## src/hdl/pid_incremental_pwm_controller_top_defines.svh

```systemverilog
// Assertion macros shared by the PID cooling regulator RTL.
// Needs a clock named i_clk and an active-low reset named i_rst_n in scope.
`ifndef PID_INCREMENTAL_PWM_CONTROLLER_TOP_DEFINES_SVH
`define PID_INCREMENTAL_PWM_CONTROLLER_TOP_DEFINES_SVH

// Check that the consequent holds in the cycle after the antecedent.
`define PIDC_ASSERT_NEXT(lbl, ante, cons) \
    lbl: assert property (@(posedge i_clk) disable iff (!i_rst_n) (ante) |=> (cons)) \
        else $error("pidc: next-cycle check failed");

// Check that the consequent holds in the same cycle as the antecedent.
`define PIDC_ASSERT_SAME(lbl, ante, cons) \
    lbl: assert property (@(posedge i_clk) disable iff (!i_rst_n) (ante) |-> (cons)) \
        else $error("pidc: same-cycle check failed");

`endif

```

## src/hdl/pidc_pkg.sv

```systemverilog
// Shared constants, widths and register index codes for the PID cooling regulator.
// No dependencies; imported by pid_incremental_pwm_controller_top.
package pidc_pkg;

    localparam int TEMP_BITS      = 8;
    localparam int GAIN_FRAC_BITS = 8;
    localparam int PULSE_BITS     = 16;

    localparam int GAIN_W   = 16;
    localparam int LIMIT_W  = 10;
    localparam int PULSE_W  = 16;
    localparam int CORR_W   = 16;

    localparam int ERR_W     = TEMP_BITS + 1;
    localparam int DELTA_W   = ERR_W + 1;
    localparam int SUM_W     = LIMIT_W + 1;
    localparam int RAW_SUM_W = ((SUM_W > ERR_W) ? SUM_W : ERR_W) + 1;

    localparam int PROD_P_W = GAIN_W + 1 + ERR_W;
    localparam int PROD_I_W = GAIN_W + 1 + SUM_W;
    localparam int PROD_D_W = GAIN_W + 1 + DELTA_W;
    localparam int PROD_MAX_W = (PROD_P_W > PROD_I_W) ?
                                ((PROD_P_W > PROD_D_W) ? PROD_P_W : PROD_D_W) :
                                ((PROD_I_W > PROD_D_W) ? PROD_I_W : PROD_D_W);
    localparam int ACC_W = PROD_MAX_W + 2;
    localparam int LVL_W = PULSE_W + 2;

    localparam logic [PULSE_W-1:0] PULSE_MAX   = PULSE_W'((64'd1 << PULSE_BITS) - 64'd1);
    localparam logic [PULSE_W-1:0] PULSE_RESET = PULSE_W'(10);
    localparam logic [ACC_W-1:0]   TRUNC_BIAS  = ACC_W'((64'd1 << GAIN_FRAC_BITS) - 64'd1);

    localparam int CFG_IDX_W  = 3;
    localparam int CFG_DATA_W = 16;

    localparam int IN_FIELDS_W  = TEMP_BITS;
    localparam int IN_TDATA_W   = ((IN_FIELDS_W + 7) / 8) * 8;
    localparam int OUT_FIELDS_W = PULSE_W + CORR_W + 1;
    localparam int OUT_TDATA_W  = ((OUT_FIELDS_W + 7) / 8) * 8;

    // Configuration register indexes.
    typedef enum logic [CFG_IDX_W-1:0] {
        CFG_SETPOINT       = 3'd0,
        CFG_PROP_GAIN      = 3'd1,
        CFG_INTEG_GAIN     = 3'd2,
        CFG_DERIV_GAIN     = 3'd3,
        CFG_INTEGRAL_LIMIT = 3'd4,
        CFG_PULSE_FLOOR    = 3'd5,
        CFG_PULSE_CEILING  = 3'd6,
        CFG_COOLING_ENABLE = 3'd7
    } t_cfg_idx;

    localparam logic [TEMP_BITS-1:0] SETPOINT_RESET   = TEMP_BITS'(10);
    localparam logic [GAIN_W-1:0]    PROP_GAIN_RESET  = GAIN_W'(768);
    localparam logic [GAIN_W-1:0]    INTEG_GAIN_RESET = GAIN_W'(26);
    localparam logic [GAIN_W-1:0]    DERIV_GAIN_RESET = GAIN_W'(256);
    localparam logic [LIMIT_W-1:0]   LIMIT_RESET      = LIMIT_W'(15);
    localparam logic [PULSE_W-1:0]   FLOOR_RESET      = PULSE_W'(0);
    localparam logic [PULSE_W-1:0]   CEILING_RESET    = PULSE_W'(999);

endpackage

```

## src/hdl/pid_incremental_pwm_controller_top.sv

```systemverilog
// PID cooling regulator: stream in temperature samples, stream out pulse widths.
// Depends on pidc_pkg and on pid_incremental_pwm_controller_top_defines.svh.
//
// Usage:
//   Input stream (i_s_axis_*): one measured temperature sample per item, in
//   tdata[7:0] as two's complement. Output stream (o_m_axis_*): one result per
//   sample: new pulse width, saturated PID correction and the integral clamp
//   flag. Configuration registers are written through i_cfg_wr_en / i_cfg_index /
//   i_cfg_data; the user must write them only while the block is idle, and the
//   block does not enforce this; an index beyond the list is ignored. A sample
//   accepted goes into the sample register, then through the error/integral
//   stage, the multiply stage and the correction/pulse stage into the output
//   register. Throughput: one item per cycle while o_m_axis_tready is high;
//   each stage holds a valid bit and moves on when the next stage is empty or
//   draining, so bubbles close up. The error sum and previous error update as
//   an item leaves the first stage; the kept pulse level updates as it leaves
//   the third stage, so back-to-back items see each other's state in order.
//   Reset: all stages empty, error sum and previous error zero, pulse level
//   ten, registers back to their defaults.
//   Stall: when the receiver holds o_m_axis_tready low the output register
//   holds its item; upstream stages keep filling until all are full, then
//   o_s_axis_tready drops.
`include "pid_incremental_pwm_controller_top_defines.svh"

module pid_incremental_pwm_controller_top
    import pidc_pkg::*;
(
    input  logic                   i_clk,
    input  logic                   i_rst_n,
    // input stream
    input  logic                   i_s_axis_tvalid,
    output logic                   o_s_axis_tready,
    input  logic [IN_TDATA_W-1:0]  i_s_axis_tdata,  // [7:0] measured_temp
    // output stream
    output logic                   o_m_axis_tvalid,
    input  logic                   i_m_axis_tready,
    // [15:0] pulse_width, [31:16] correction, [32] integral_clamped, rest zero
    output logic [OUT_TDATA_W-1:0] o_m_axis_tdata,
    // configuration write port
    input  logic                   i_cfg_wr_en,
    input  logic [CFG_IDX_W-1:0]   i_cfg_index,
    input  logic [CFG_DATA_W-1:0]  i_cfg_data
);

    // ------------------------------------------------------------------
    // Configuration registers
    // ------------------------------------------------------------------
    logic signed [TEMP_BITS-1:0] r_setpoint;
    logic [GAIN_W-1:0]           r_prop_gain;
    logic [GAIN_W-1:0]           r_integ_gain;
    logic [GAIN_W-1:0]           r_deriv_gain;
    logic [LIMIT_W-1:0]          r_limit;
    logic [PULSE_W-1:0]          r_floor;
    logic [PULSE_W-1:0]          r_ceiling;
    logic                        r_cool_en;

    always_ff @(posedge i_clk) begin
        if (!i_rst_n) begin
            r_setpoint   <= SETPOINT_RESET;
            r_prop_gain  <= PROP_GAIN_RESET;
            r_integ_gain <= INTEG_GAIN_RESET;
            r_deriv_gain <= DERIV_GAIN_RESET;
            r_limit      <= LIMIT_RESET;
            r_floor      <= FLOOR_RESET;
            r_ceiling    <= CEILING_RESET;
            r_cool_en    <= 1'b1;
        end else if (i_cfg_wr_en) begin
            case (t_cfg_idx'(i_cfg_index))
                CFG_SETPOINT:       r_setpoint   <= i_cfg_data[TEMP_BITS-1:0];
                CFG_PROP_GAIN:      r_prop_gain  <= i_cfg_data[GAIN_W-1:0];
                CFG_INTEG_GAIN:     r_integ_gain <= i_cfg_data[GAIN_W-1:0];
                CFG_DERIV_GAIN:     r_deriv_gain <= i_cfg_data[GAIN_W-1:0];
                CFG_INTEGRAL_LIMIT: r_limit      <= i_cfg_data[LIMIT_W-1:0];
                CFG_PULSE_FLOOR:    r_floor      <= i_cfg_data[PULSE_W-1:0];
                CFG_PULSE_CEILING:  r_ceiling    <= i_cfg_data[PULSE_W-1:0];
                CFG_COOLING_ENABLE: r_cool_en    <= i_cfg_data[0];
                default: begin
                end
            endcase
        end
    end

    // ------------------------------------------------------------------
    // Stage handshake: each stage advances when the next one can take it
    // ------------------------------------------------------------------
    logic r_s1_valid, r_s2_valid, r_s3_valid, r_out_valid;
    logic n_s1_valid, n_s2_valid, n_s3_valid, n_out_valid;
    logic out_rdy, s3_rdy, s2_rdy;
    logic in_acc, s1_mv, s2_mv, s3_mv;

    assign out_rdy = !r_out_valid || i_m_axis_tready;
    assign s3_rdy  = !r_s3_valid || out_rdy;
    assign s2_rdy  = !r_s2_valid || s3_rdy;
    assign o_s_axis_tready = !r_s1_valid || s2_rdy;

    assign in_acc = i_s_axis_tvalid && o_s_axis_tready;
    assign s1_mv  = r_s1_valid && s2_rdy;
    assign s2_mv  = r_s2_valid && s3_rdy;
    assign s3_mv  = r_s3_valid && out_rdy;

    assign n_s1_valid  = in_acc || (r_s1_valid && !s2_rdy);
    assign n_s2_valid  = s1_mv  || (r_s2_valid && !s3_rdy);
    assign n_s3_valid  = s2_mv  || (r_s3_valid && !out_rdy);
    assign n_out_valid = s3_mv  || (r_out_valid && !i_m_axis_tready);

    // ------------------------------------------------------------------
    // Stage 1: error, integral update and clamp, error difference
    // ------------------------------------------------------------------
    logic signed [TEMP_BITS-1:0] r_s1_temp;
    logic signed [SUM_W-1:0]     r_err_sum;
    logic signed [ERR_W-1:0]     r_prev_err;

    logic signed [ERR_W-1:0]     s1_err;
    logic signed [RAW_SUM_W-1:0] s1_raw;
    logic signed [RAW_SUM_W-1:0] s1_lim_pos;
    logic signed [RAW_SUM_W-1:0] s1_lim_neg;
    logic                        s1_clamp_hi;
    logic                        s1_clamp_lo;
    logic signed [SUM_W-1:0]     s1_sum;
    logic signed [DELTA_W-1:0]   s1_delta;

    assign s1_err      = ERR_W'(r_setpoint) - ERR_W'(r_s1_temp);
    assign s1_raw      = RAW_SUM_W'(r_err_sum) + RAW_SUM_W'(s1_err);
    assign s1_lim_pos  = signed'(RAW_SUM_W'(r_limit));
    assign s1_lim_neg  = -s1_lim_pos;
    assign s1_clamp_hi = s1_raw > s1_lim_pos;
    assign s1_clamp_lo = s1_raw < s1_lim_neg;

    always_comb begin
        if (s1_clamp_lo) begin
            s1_sum = SUM_W'(s1_lim_neg);
        end else if (s1_clamp_hi) begin
            s1_sum = SUM_W'(s1_lim_pos);
        end else begin
            s1_sum = SUM_W'(s1_raw);
        end
    end

    assign s1_delta = DELTA_W'(s1_err) - DELTA_W'(r_prev_err);

    // ------------------------------------------------------------------
    // Stage 2: three gain products
    // ------------------------------------------------------------------
    logic signed [ERR_W-1:0]    r_s2_err;
    logic signed [SUM_W-1:0]    r_s2_sum;
    logic signed [DELTA_W-1:0]  r_s2_delta;
    logic                       r_s2_clamp;

    logic signed [PROD_P_W-1:0] s2_prod_p;
    logic signed [PROD_I_W-1:0] s2_prod_i;
    logic signed [PROD_D_W-1:0] s2_prod_d;

    assign s2_prod_p = PROD_P_W'(signed'({1'b0, r_prop_gain}))  * PROD_P_W'(r_s2_err);
    assign s2_prod_i = PROD_I_W'(signed'({1'b0, r_integ_gain})) * PROD_I_W'(r_s2_sum);
    assign s2_prod_d = PROD_D_W'(signed'({1'b0, r_deriv_gain})) * PROD_D_W'(r_s2_delta);

    // ------------------------------------------------------------------
    // Stage 3: sum, truncate toward zero, saturate, update pulse level
    // ------------------------------------------------------------------
    logic signed [PROD_P_W-1:0] r_s3_prod_p;
    logic signed [PROD_I_W-1:0] r_s3_prod_i;
    logic signed [PROD_D_W-1:0] r_s3_prod_d;
    logic                       r_s3_clamp;
    logic [PULSE_W-1:0]         r_pulse_level;

    logic signed [ACC_W-1:0]  s3_acc;
    logic signed [ACC_W-1:0]  s3_quot;
    logic                     s3_ovf;
    logic signed [CORR_W-1:0] s3_corr;
    logic [PULSE_W-1:0]       s3_lo;
    logic [PULSE_W-1:0]       s3_hi;
    logic signed [LVL_W-1:0]  s3_lvl;
    logic [PULSE_W-1:0]       n_pulse_level;

    assign s3_acc = ACC_W'(r_s3_prod_p) + ACC_W'(r_s3_prod_i) + ACC_W'(r_s3_prod_d);
    // Bias negatives before the arithmetic shift to round toward zero.
    assign s3_quot = (s3_acc + (s3_acc[ACC_W-1] ? signed'(TRUNC_BIAS) : signed'(ACC_W'(0))))
                     >>> GAIN_FRAC_BITS;
    assign s3_ovf  = !((&s3_quot[ACC_W-1:CORR_W-1]) || !(|s3_quot[ACC_W-1:CORR_W-1]));

    always_comb begin
        if (s3_ovf) begin
            s3_corr = s3_quot[ACC_W-1] ? {1'b1, {(CORR_W-1){1'b0}}}
                                       : {1'b0, {(CORR_W-1){1'b1}}};
        end else begin
            s3_corr = s3_quot[CORR_W-1:0];
        end
    end

    assign s3_lo  = (r_floor > PULSE_MAX) ? PULSE_MAX : r_floor;
    assign s3_hi  = (r_ceiling > PULSE_MAX) ? PULSE_MAX : r_ceiling;
    assign s3_lvl = signed'(LVL_W'(r_pulse_level)) - LVL_W'(s3_corr);

    // Floor test wins over the ceiling when the two cross.
    always_comb begin
        if (!r_cool_en) begin
            n_pulse_level = '0;
        end else if (s3_lvl < signed'(LVL_W'(s3_lo))) begin
            n_pulse_level = s3_lo;
        end else if (s3_lvl > signed'(LVL_W'(s3_hi))) begin
            n_pulse_level = s3_hi;
        end else begin
            n_pulse_level = s3_lvl[PULSE_W-1:0];
        end
    end

    // ------------------------------------------------------------------
    // Output register
    // ------------------------------------------------------------------
    logic [PULSE_W-1:0]       r_out_pulse;
    logic signed [CORR_W-1:0] r_out_corr;
    logic                     r_out_clamp;

    assign o_m_axis_tvalid = r_out_valid;
    assign o_m_axis_tdata  = OUT_TDATA_W'({r_out_clamp, r_out_corr, r_out_pulse});

    // ------------------------------------------------------------------
    // Control and state registers
    // ------------------------------------------------------------------
    always_ff @(posedge i_clk) begin
        if (!i_rst_n) begin
            r_s1_valid    <= 1'b0;
            r_s2_valid    <= 1'b0;
            r_s3_valid    <= 1'b0;
            r_out_valid   <= 1'b0;
            r_err_sum     <= '0;
            r_prev_err    <= '0;
            r_pulse_level <= PULSE_RESET;
        end else begin
            r_s1_valid  <= n_s1_valid;
            r_s2_valid  <= n_s2_valid;
            r_s3_valid  <= n_s3_valid;
            r_out_valid <= n_out_valid;
            if (s1_mv) begin
                r_err_sum  <= s1_sum;
                r_prev_err <= s1_err;
            end
            if (s3_mv) begin
                r_pulse_level <= n_pulse_level;
            end
        end
    end

    // Payload registers: load when the stage takes an item, hold otherwise.
    always_ff @(posedge i_clk) begin
        if (in_acc) begin
            r_s1_temp <= i_s_axis_tdata[TEMP_BITS-1:0];
        end
        if (s1_mv) begin
            r_s2_err   <= s1_err;
            r_s2_sum   <= s1_sum;
            r_s2_delta <= s1_delta;
            r_s2_clamp <= s1_clamp_hi || s1_clamp_lo;
        end
        if (s2_mv) begin
            r_s3_prod_p <= s2_prod_p;
            r_s3_prod_i <= s2_prod_i;
            r_s3_prod_d <= s2_prod_d;
            r_s3_clamp  <= r_s2_clamp;
        end
        if (s3_mv) begin
            r_out_pulse <= n_pulse_level;
            r_out_corr  <= s3_corr;
            r_out_clamp <= r_s3_clamp;
        end
    end

    // ------------------------------------------------------------------
    // Assertions
    // ------------------------------------------------------------------
    logic clamp_lo_chk;
    logic win_chk_en;
    logic pulse_in_win;
    logic all_full;

    assign clamp_lo_chk = s1_mv && s1_clamp_lo && (r_limit != '0);
    assign win_chk_en   = s3_mv && r_cool_en && (r_floor <= r_ceiling)
                          && (r_ceiling <= PULSE_MAX);
    assign pulse_in_win = (n_pulse_level >= r_floor) && (n_pulse_level <= r_ceiling);
    assign all_full     = r_s1_valid && r_s2_valid && r_s3_valid && r_out_valid;

    `PIDC_ASSERT_NEXT(a_clamp_hi_sum, s1_mv && s1_clamp_hi, !r_err_sum[SUM_W-1] && r_s2_clamp)
    `PIDC_ASSERT_NEXT(a_clamp_lo_sum, clamp_lo_chk, r_err_sum[SUM_W-1] && r_s2_clamp)
    `PIDC_ASSERT_NEXT(a_cool_off_zero, s3_mv && !r_cool_en, ~|r_pulse_level && ~|r_out_pulse)
    `PIDC_ASSERT_SAME(a_pulse_window, win_chk_en, pulse_in_win)
    `PIDC_ASSERT_SAME(a_stall_full, !o_s_axis_tready, all_full)

endmodule
```

## config.mk

```make
export PLATFORM = sky130hd
export DESIGN_NAME = pid_incremental_pwm_controller_top
export DESIGN_NICKNAME = d
export VERILOG_FILES = /design/src/hdl/pidc_pkg.sv /design/src/hdl/pid_incremental_pwm_controller_top.sv
export VERILOG_INCLUDE_DIRS = /design/src /design/src/hdl
export SDC_FILE = /design/constraint.sdc
export NUM_CORES = 2
export LEC_CHECK = 0
export ABC_AREA = 1
export BUFFER_PORTS_ARGS = -buffer_cell sky130_fd_sc_hd__buf_2
export CORE_MARGIN = 1
export CORE_UTILIZATION = 54
export DETAILED_ROUTE_END_ITERATION = 10
export PLACE_DENSITY_LB_ADDON = 0.15
export SLEW_MARGIN = 20
export SYNTH_ARGS = -nofsm -noshare
export SYNTH_HDL_FRONTEND = slang
export SYNTH_SLANG_ARGS = --single-unit
```

## constraint.sdc

```tcl
create_clock -name i_clk -period 22.7 [get_ports i_clk]
set_input_delay 5.675 -clock i_clk [delete_from_list [all_inputs] [get_ports i_clk]]
set_output_delay 5.675 -clock i_clk [all_outputs]
set_load 0.005 [all_outputs]
```

==> impl_metrics.py <==
metrics = {
    "clocking": {
        "cts_tree": "done",
        "cts_buffer_depth": 3,
        "clock_sinks": 293,
        "cts_setup_buffers": 0,
        "clkTransAtPathRegs_ns": 0.06,
        "htree_levels": 2,
        "clk_latency_ns": 0.55,
        "hold_buffers": 0,
        "clockRootBuffer": "clkbuf_16",
        "numCtsBuffers": 36,
        "cts_resized": 0,
    },
    "sta": {
        "setup_tns_ns": 0,
        "worst_pin_slew_ns": 1.05,
        "setup_violations": 0,
        "slew_viol_final": 0,
        "fin_skew_ns": 0.0313,
        "fin_crit_sh_pct": 54.9,
        "relSlewSlack_pct": 30.2,
        "rsz0062_at_grt": "false",
        "max_freq_ghz": 0.0803,
        "finalHoldViolations": 0,
        "finalCriticalPeriod_ns": 12.46,
    },
    "run_status": {
        "outcome": "finished, final reports clean",
    },
    "yosys": {
        "ys_types": 57,
        "synthAdderAreaFrac_pct": 35.7,
        "muxShareOfSynthArea_pct": 0,
        "syn_avg_cell_area_um2": 8.03,
        "synthCells": 4110,
        "synthSimpleGateAreaFrac_pct": 18.4,
        "synth_top_family_by_area": "adder cells",
        "ys_ff_latch": 293,
        "synth-seq-area-share_pct": 22.5,
        "syn_area_mm2": 0.0330,
        "synth_warnings": 0,
        "synth-xor-area-share_pct": 3.56,
        "synth-compound-area-share_pct": 7.63,
    },
    "min_path": {
        "min_delay_path_depth": 0,
        "hp-class": "flip-flop to flip-flop",
    },
    "worst_setup_path": {
        "crit_required_ns": 17.02,
        "crit_path_end_kind": "output port",
        "startpoint_type": "input pin",
        "path_max_fanout": 3,
        "crit_slowest_cell": "nor2_1",
        "rr_worst_depth": 54,
        "path_cells": "buf_2, inv_1, nand2_1, nor2_1, inv_1, nor2_1, inv_1, nor2_1, inv_1, buf_2",
        "max_stage_delay_ns": 0.17,
        "worstPathArrival_ns": 6.78,
        "critPathKind": "input pin to output port",
        "r2r_slack_ns": 12.91,
        "crit_family": "buffers and inverters",
        "cp_num_buf_inv": 6,
        "worst_path_most_repeated_cell": "inv_1",
        "crit_cells": 10,
    },
    "detailed_routing": {
        "vias": 25200,
        "wl_per_cell_um": 16.6,
        "detail_route.vias_per_cell": 5.16,
        "first_pass_iters": 5,
        "drt-total-wl_um": 80900,
        "ant_nets": 0,
        "route.detailed.drc": 0,
        "drt_iter0_drc": 1522,
    },
    "floorplanning": {
        "core_area_mm2": 0.0604,
        "fp.dieH_um": 249,
        "die_w_um": 249,
        "die-area_mm2": 0.0621,
        "boundaryPins": 74,
        "start_util_pct": 54.7,
        "row_count": 90,
    },
    "global_routing": {
        "antenna_found_initial": 1,
        "grt_pass1_vias": 24700,
        "grt-ovfl-total": 0,
        "grt_max_degree": 101,
        "grt.total_usage_pct": 26.5,
        "grt_pass1_wl_um": 130000,
    },
    "power_and_ir_drop": {
        "pwr-share-seq_pct": 21.8,
        "p_int_mw": 1.74,
        "p_per_area_mw_per_mm2": 96.9,
        "swShare_pct": 48.7,
        "power_frac_clock_pct": 17.2,
        "power_frac_comb_pct": 61.0,
        "p_switching_mw": 1.65,
        "vdd.ir_drop.worst_mv": 0.0596,
        "power_leakage_nw": 18.9,
    },
    "finish": {
        "fin_cells": 4876,
        "drive_above_1_share_pct": 6.11,
        "fin_nets": 4819,
        "area_growth_syn_to_layout_pct": 5.75,
    },
    "flow_run": {
        "maxCapViolCount": 0,
    },
    "placement": {
        "placedCellCount": 4811,
        "place.gp.congestion": 0.921,
        "portBuffers": 66,
        "post-dp-hpwl_um": 65000,
    },
}
-- stage by stage --
stage | cell area (um^2) | power [mW] | hold WS, ns | worst slack, ns | utilization (%)
6_report | 34900 | 3.38 | 0.413 | 10.24 | 57.8
5_1_grt | 34900 | 3.69 | 0.424 | 10.10 | 57.8
4_1_cts | 34900 | 3.41 | 0.410 | 10.19 | 57.8
3_5_place_dp | 33700 | 2.81 | 0.424 | 10.20 | 55.8
3_3_place_gp | 33700 | 2.79 | 0.430 | 10.17 | 55.8
2_1_floorplan | 33000 | 2.25 | 0.400 | 10.81 | -
-- cell type report --
type                       count  area (um^2)
sequential                   293         7410
timing repair buffer          72          378
clock inverter                18          224
fill                        5570        25500
clock buffer                  46          958
multi-input combinational   2765        21600
antenna                        1         2.50
tap                          782          978
inverter                     899         3380
-- worst register-to-register path: cells and delay by family (launching register included) --
| family | cells | cell delay, ns |
|---|---|---|
| buffers and inverters | 9 | 1.02 |
| XOR/XNOR | 1 | 0.23 |
| adder cells (fa/ha/maj) | 7 | 2.40 |
| flip-flops | 1 | 0.40 |
| AND/OR/NAND/NOR | 30 | 3.63 |
| AO/OA/AOI/OAI | 7 | 1.87 |
-- registers in the layout, summed over array words and instances (netlist names), 10 cells and up --
name,count
r_s2_sum,11
r_err_sum,11
r_prop_gain,16
r_pulse_level,16
r_deriv_gain,16
r_s2_delta,10
r_out_corr,16
r_integ_gain,16
r_out_pulse,16
r_s3_prod_d,27
r_floor,16
r_s3_prod_i,28
r_limit,10
r_s3_prod_p,26
r_ceiling,16
-- per-layer routing --
metal | share of wire, % | wire length (um) | vias to the layer above | track usage (%)
met5 | 0 | 0 | - | 0
li1 | - | - | 12500 | -
met2 | 47 | 38400 | 551 | 45.0
met1 | 45 | 36300 | 12000 | 36.0
met4 | 2.9 | 2380 | 0 | 7.87
met3 | 4.7 | 3820 | 107 | 2.61
-- final timing paths --
check | startpoint | endpoint
worst min register to register | r_s3_clamp | r_out_clamp
worst max-delay path | i_m_axis_tready | o_s_axis_tready
worst min-delay path | r_s3_clamp | r_out_clamp
worst max register to register | r_s3_prod_p[1] | r_out_pulse[11]
-- logic make-up after synthesis --
| family | count (synthesis) |
|---|---|
| buf+inv | 1058 |
| xor+xnor | 131 |
| fa+ha+maj | 720 |
| other cells | 1 |
| compound gates | 458 |
| simple gates | 1449 |
| flops | 293 |
-- placed cells by master (no fill, tap or decap), types with 109 or more instances in the layout --
cell type / count
a21oi_1: 203
dfxtp_1: 139
edfxtp_1: 154
fa_1: 369
ha_1: 351
inv_1: 883
nand2_1: 901
nand3_1: 109
nor2_1: 277
o21ai_0: 170
-- cells in the mapped netlist (all sizes together) --
cell | n | area share [%]
ha | 351 | 13
xnor2 | 36 | 0.96
a21boi | 3 | 0.068
a211oi | 3 | 0.068
or2 | 40 | 0.76
nand4 | 28 | 0.53
a31oi | 5 | 0.095
inv | 895 | 10
o21ai | 179 | 2.8
o31ai | 2 | 0.045
a32o | 1 | 0.030
o21bai | 12 | 0.28
a21oi | 206 | 3.2
nor2 | 289 | 3.4
a22oi | 2 | 0.045
conb | 1 | 0.011
o2111ai | 1 | 0.027
nand2 | 933 | 11
o21a | 2 | 0.045
dfxtp | 139 | 8.4
nand3b | 6 | 0.14
a21o | 12 | 0.27
o221ai | 2 | 0.053
nor3 | 19 | 0.32
fa | 369 | 22
nand3 | 124 | 2.1
buf | 19 | 0.45
xor2 | 95 | 2.6
and2 | 6 | 0.12
and3 | 1 | 0.019
nor4b | 1 | 0.027
o211ai | 22 | 0.50
o221a | 1 | 0.034
clkbuf | 140 | 1.6
o22ai | 5 | 0.095
clkinv | 4 | 0.045
edfxtp | 154 | 14
nor3b | 2 | 0.045
-- power by group through the flow --
stage | Combinational (mW) | Sequential (mW) | Clock [mW]
floorplan | 1.56 | 0.693 | 0
global placement | 2.04 | 0.746 | 0
detailed placement | 2.07 | 0.748 | 0
CTS | 2.08 | 0.737 | 0.593
global route | 2.34 | 0.743 | 0.612
finish | 2.06 | 0.737 | 0.581
No activity file was read; power rests on OpenSTA's default activity.
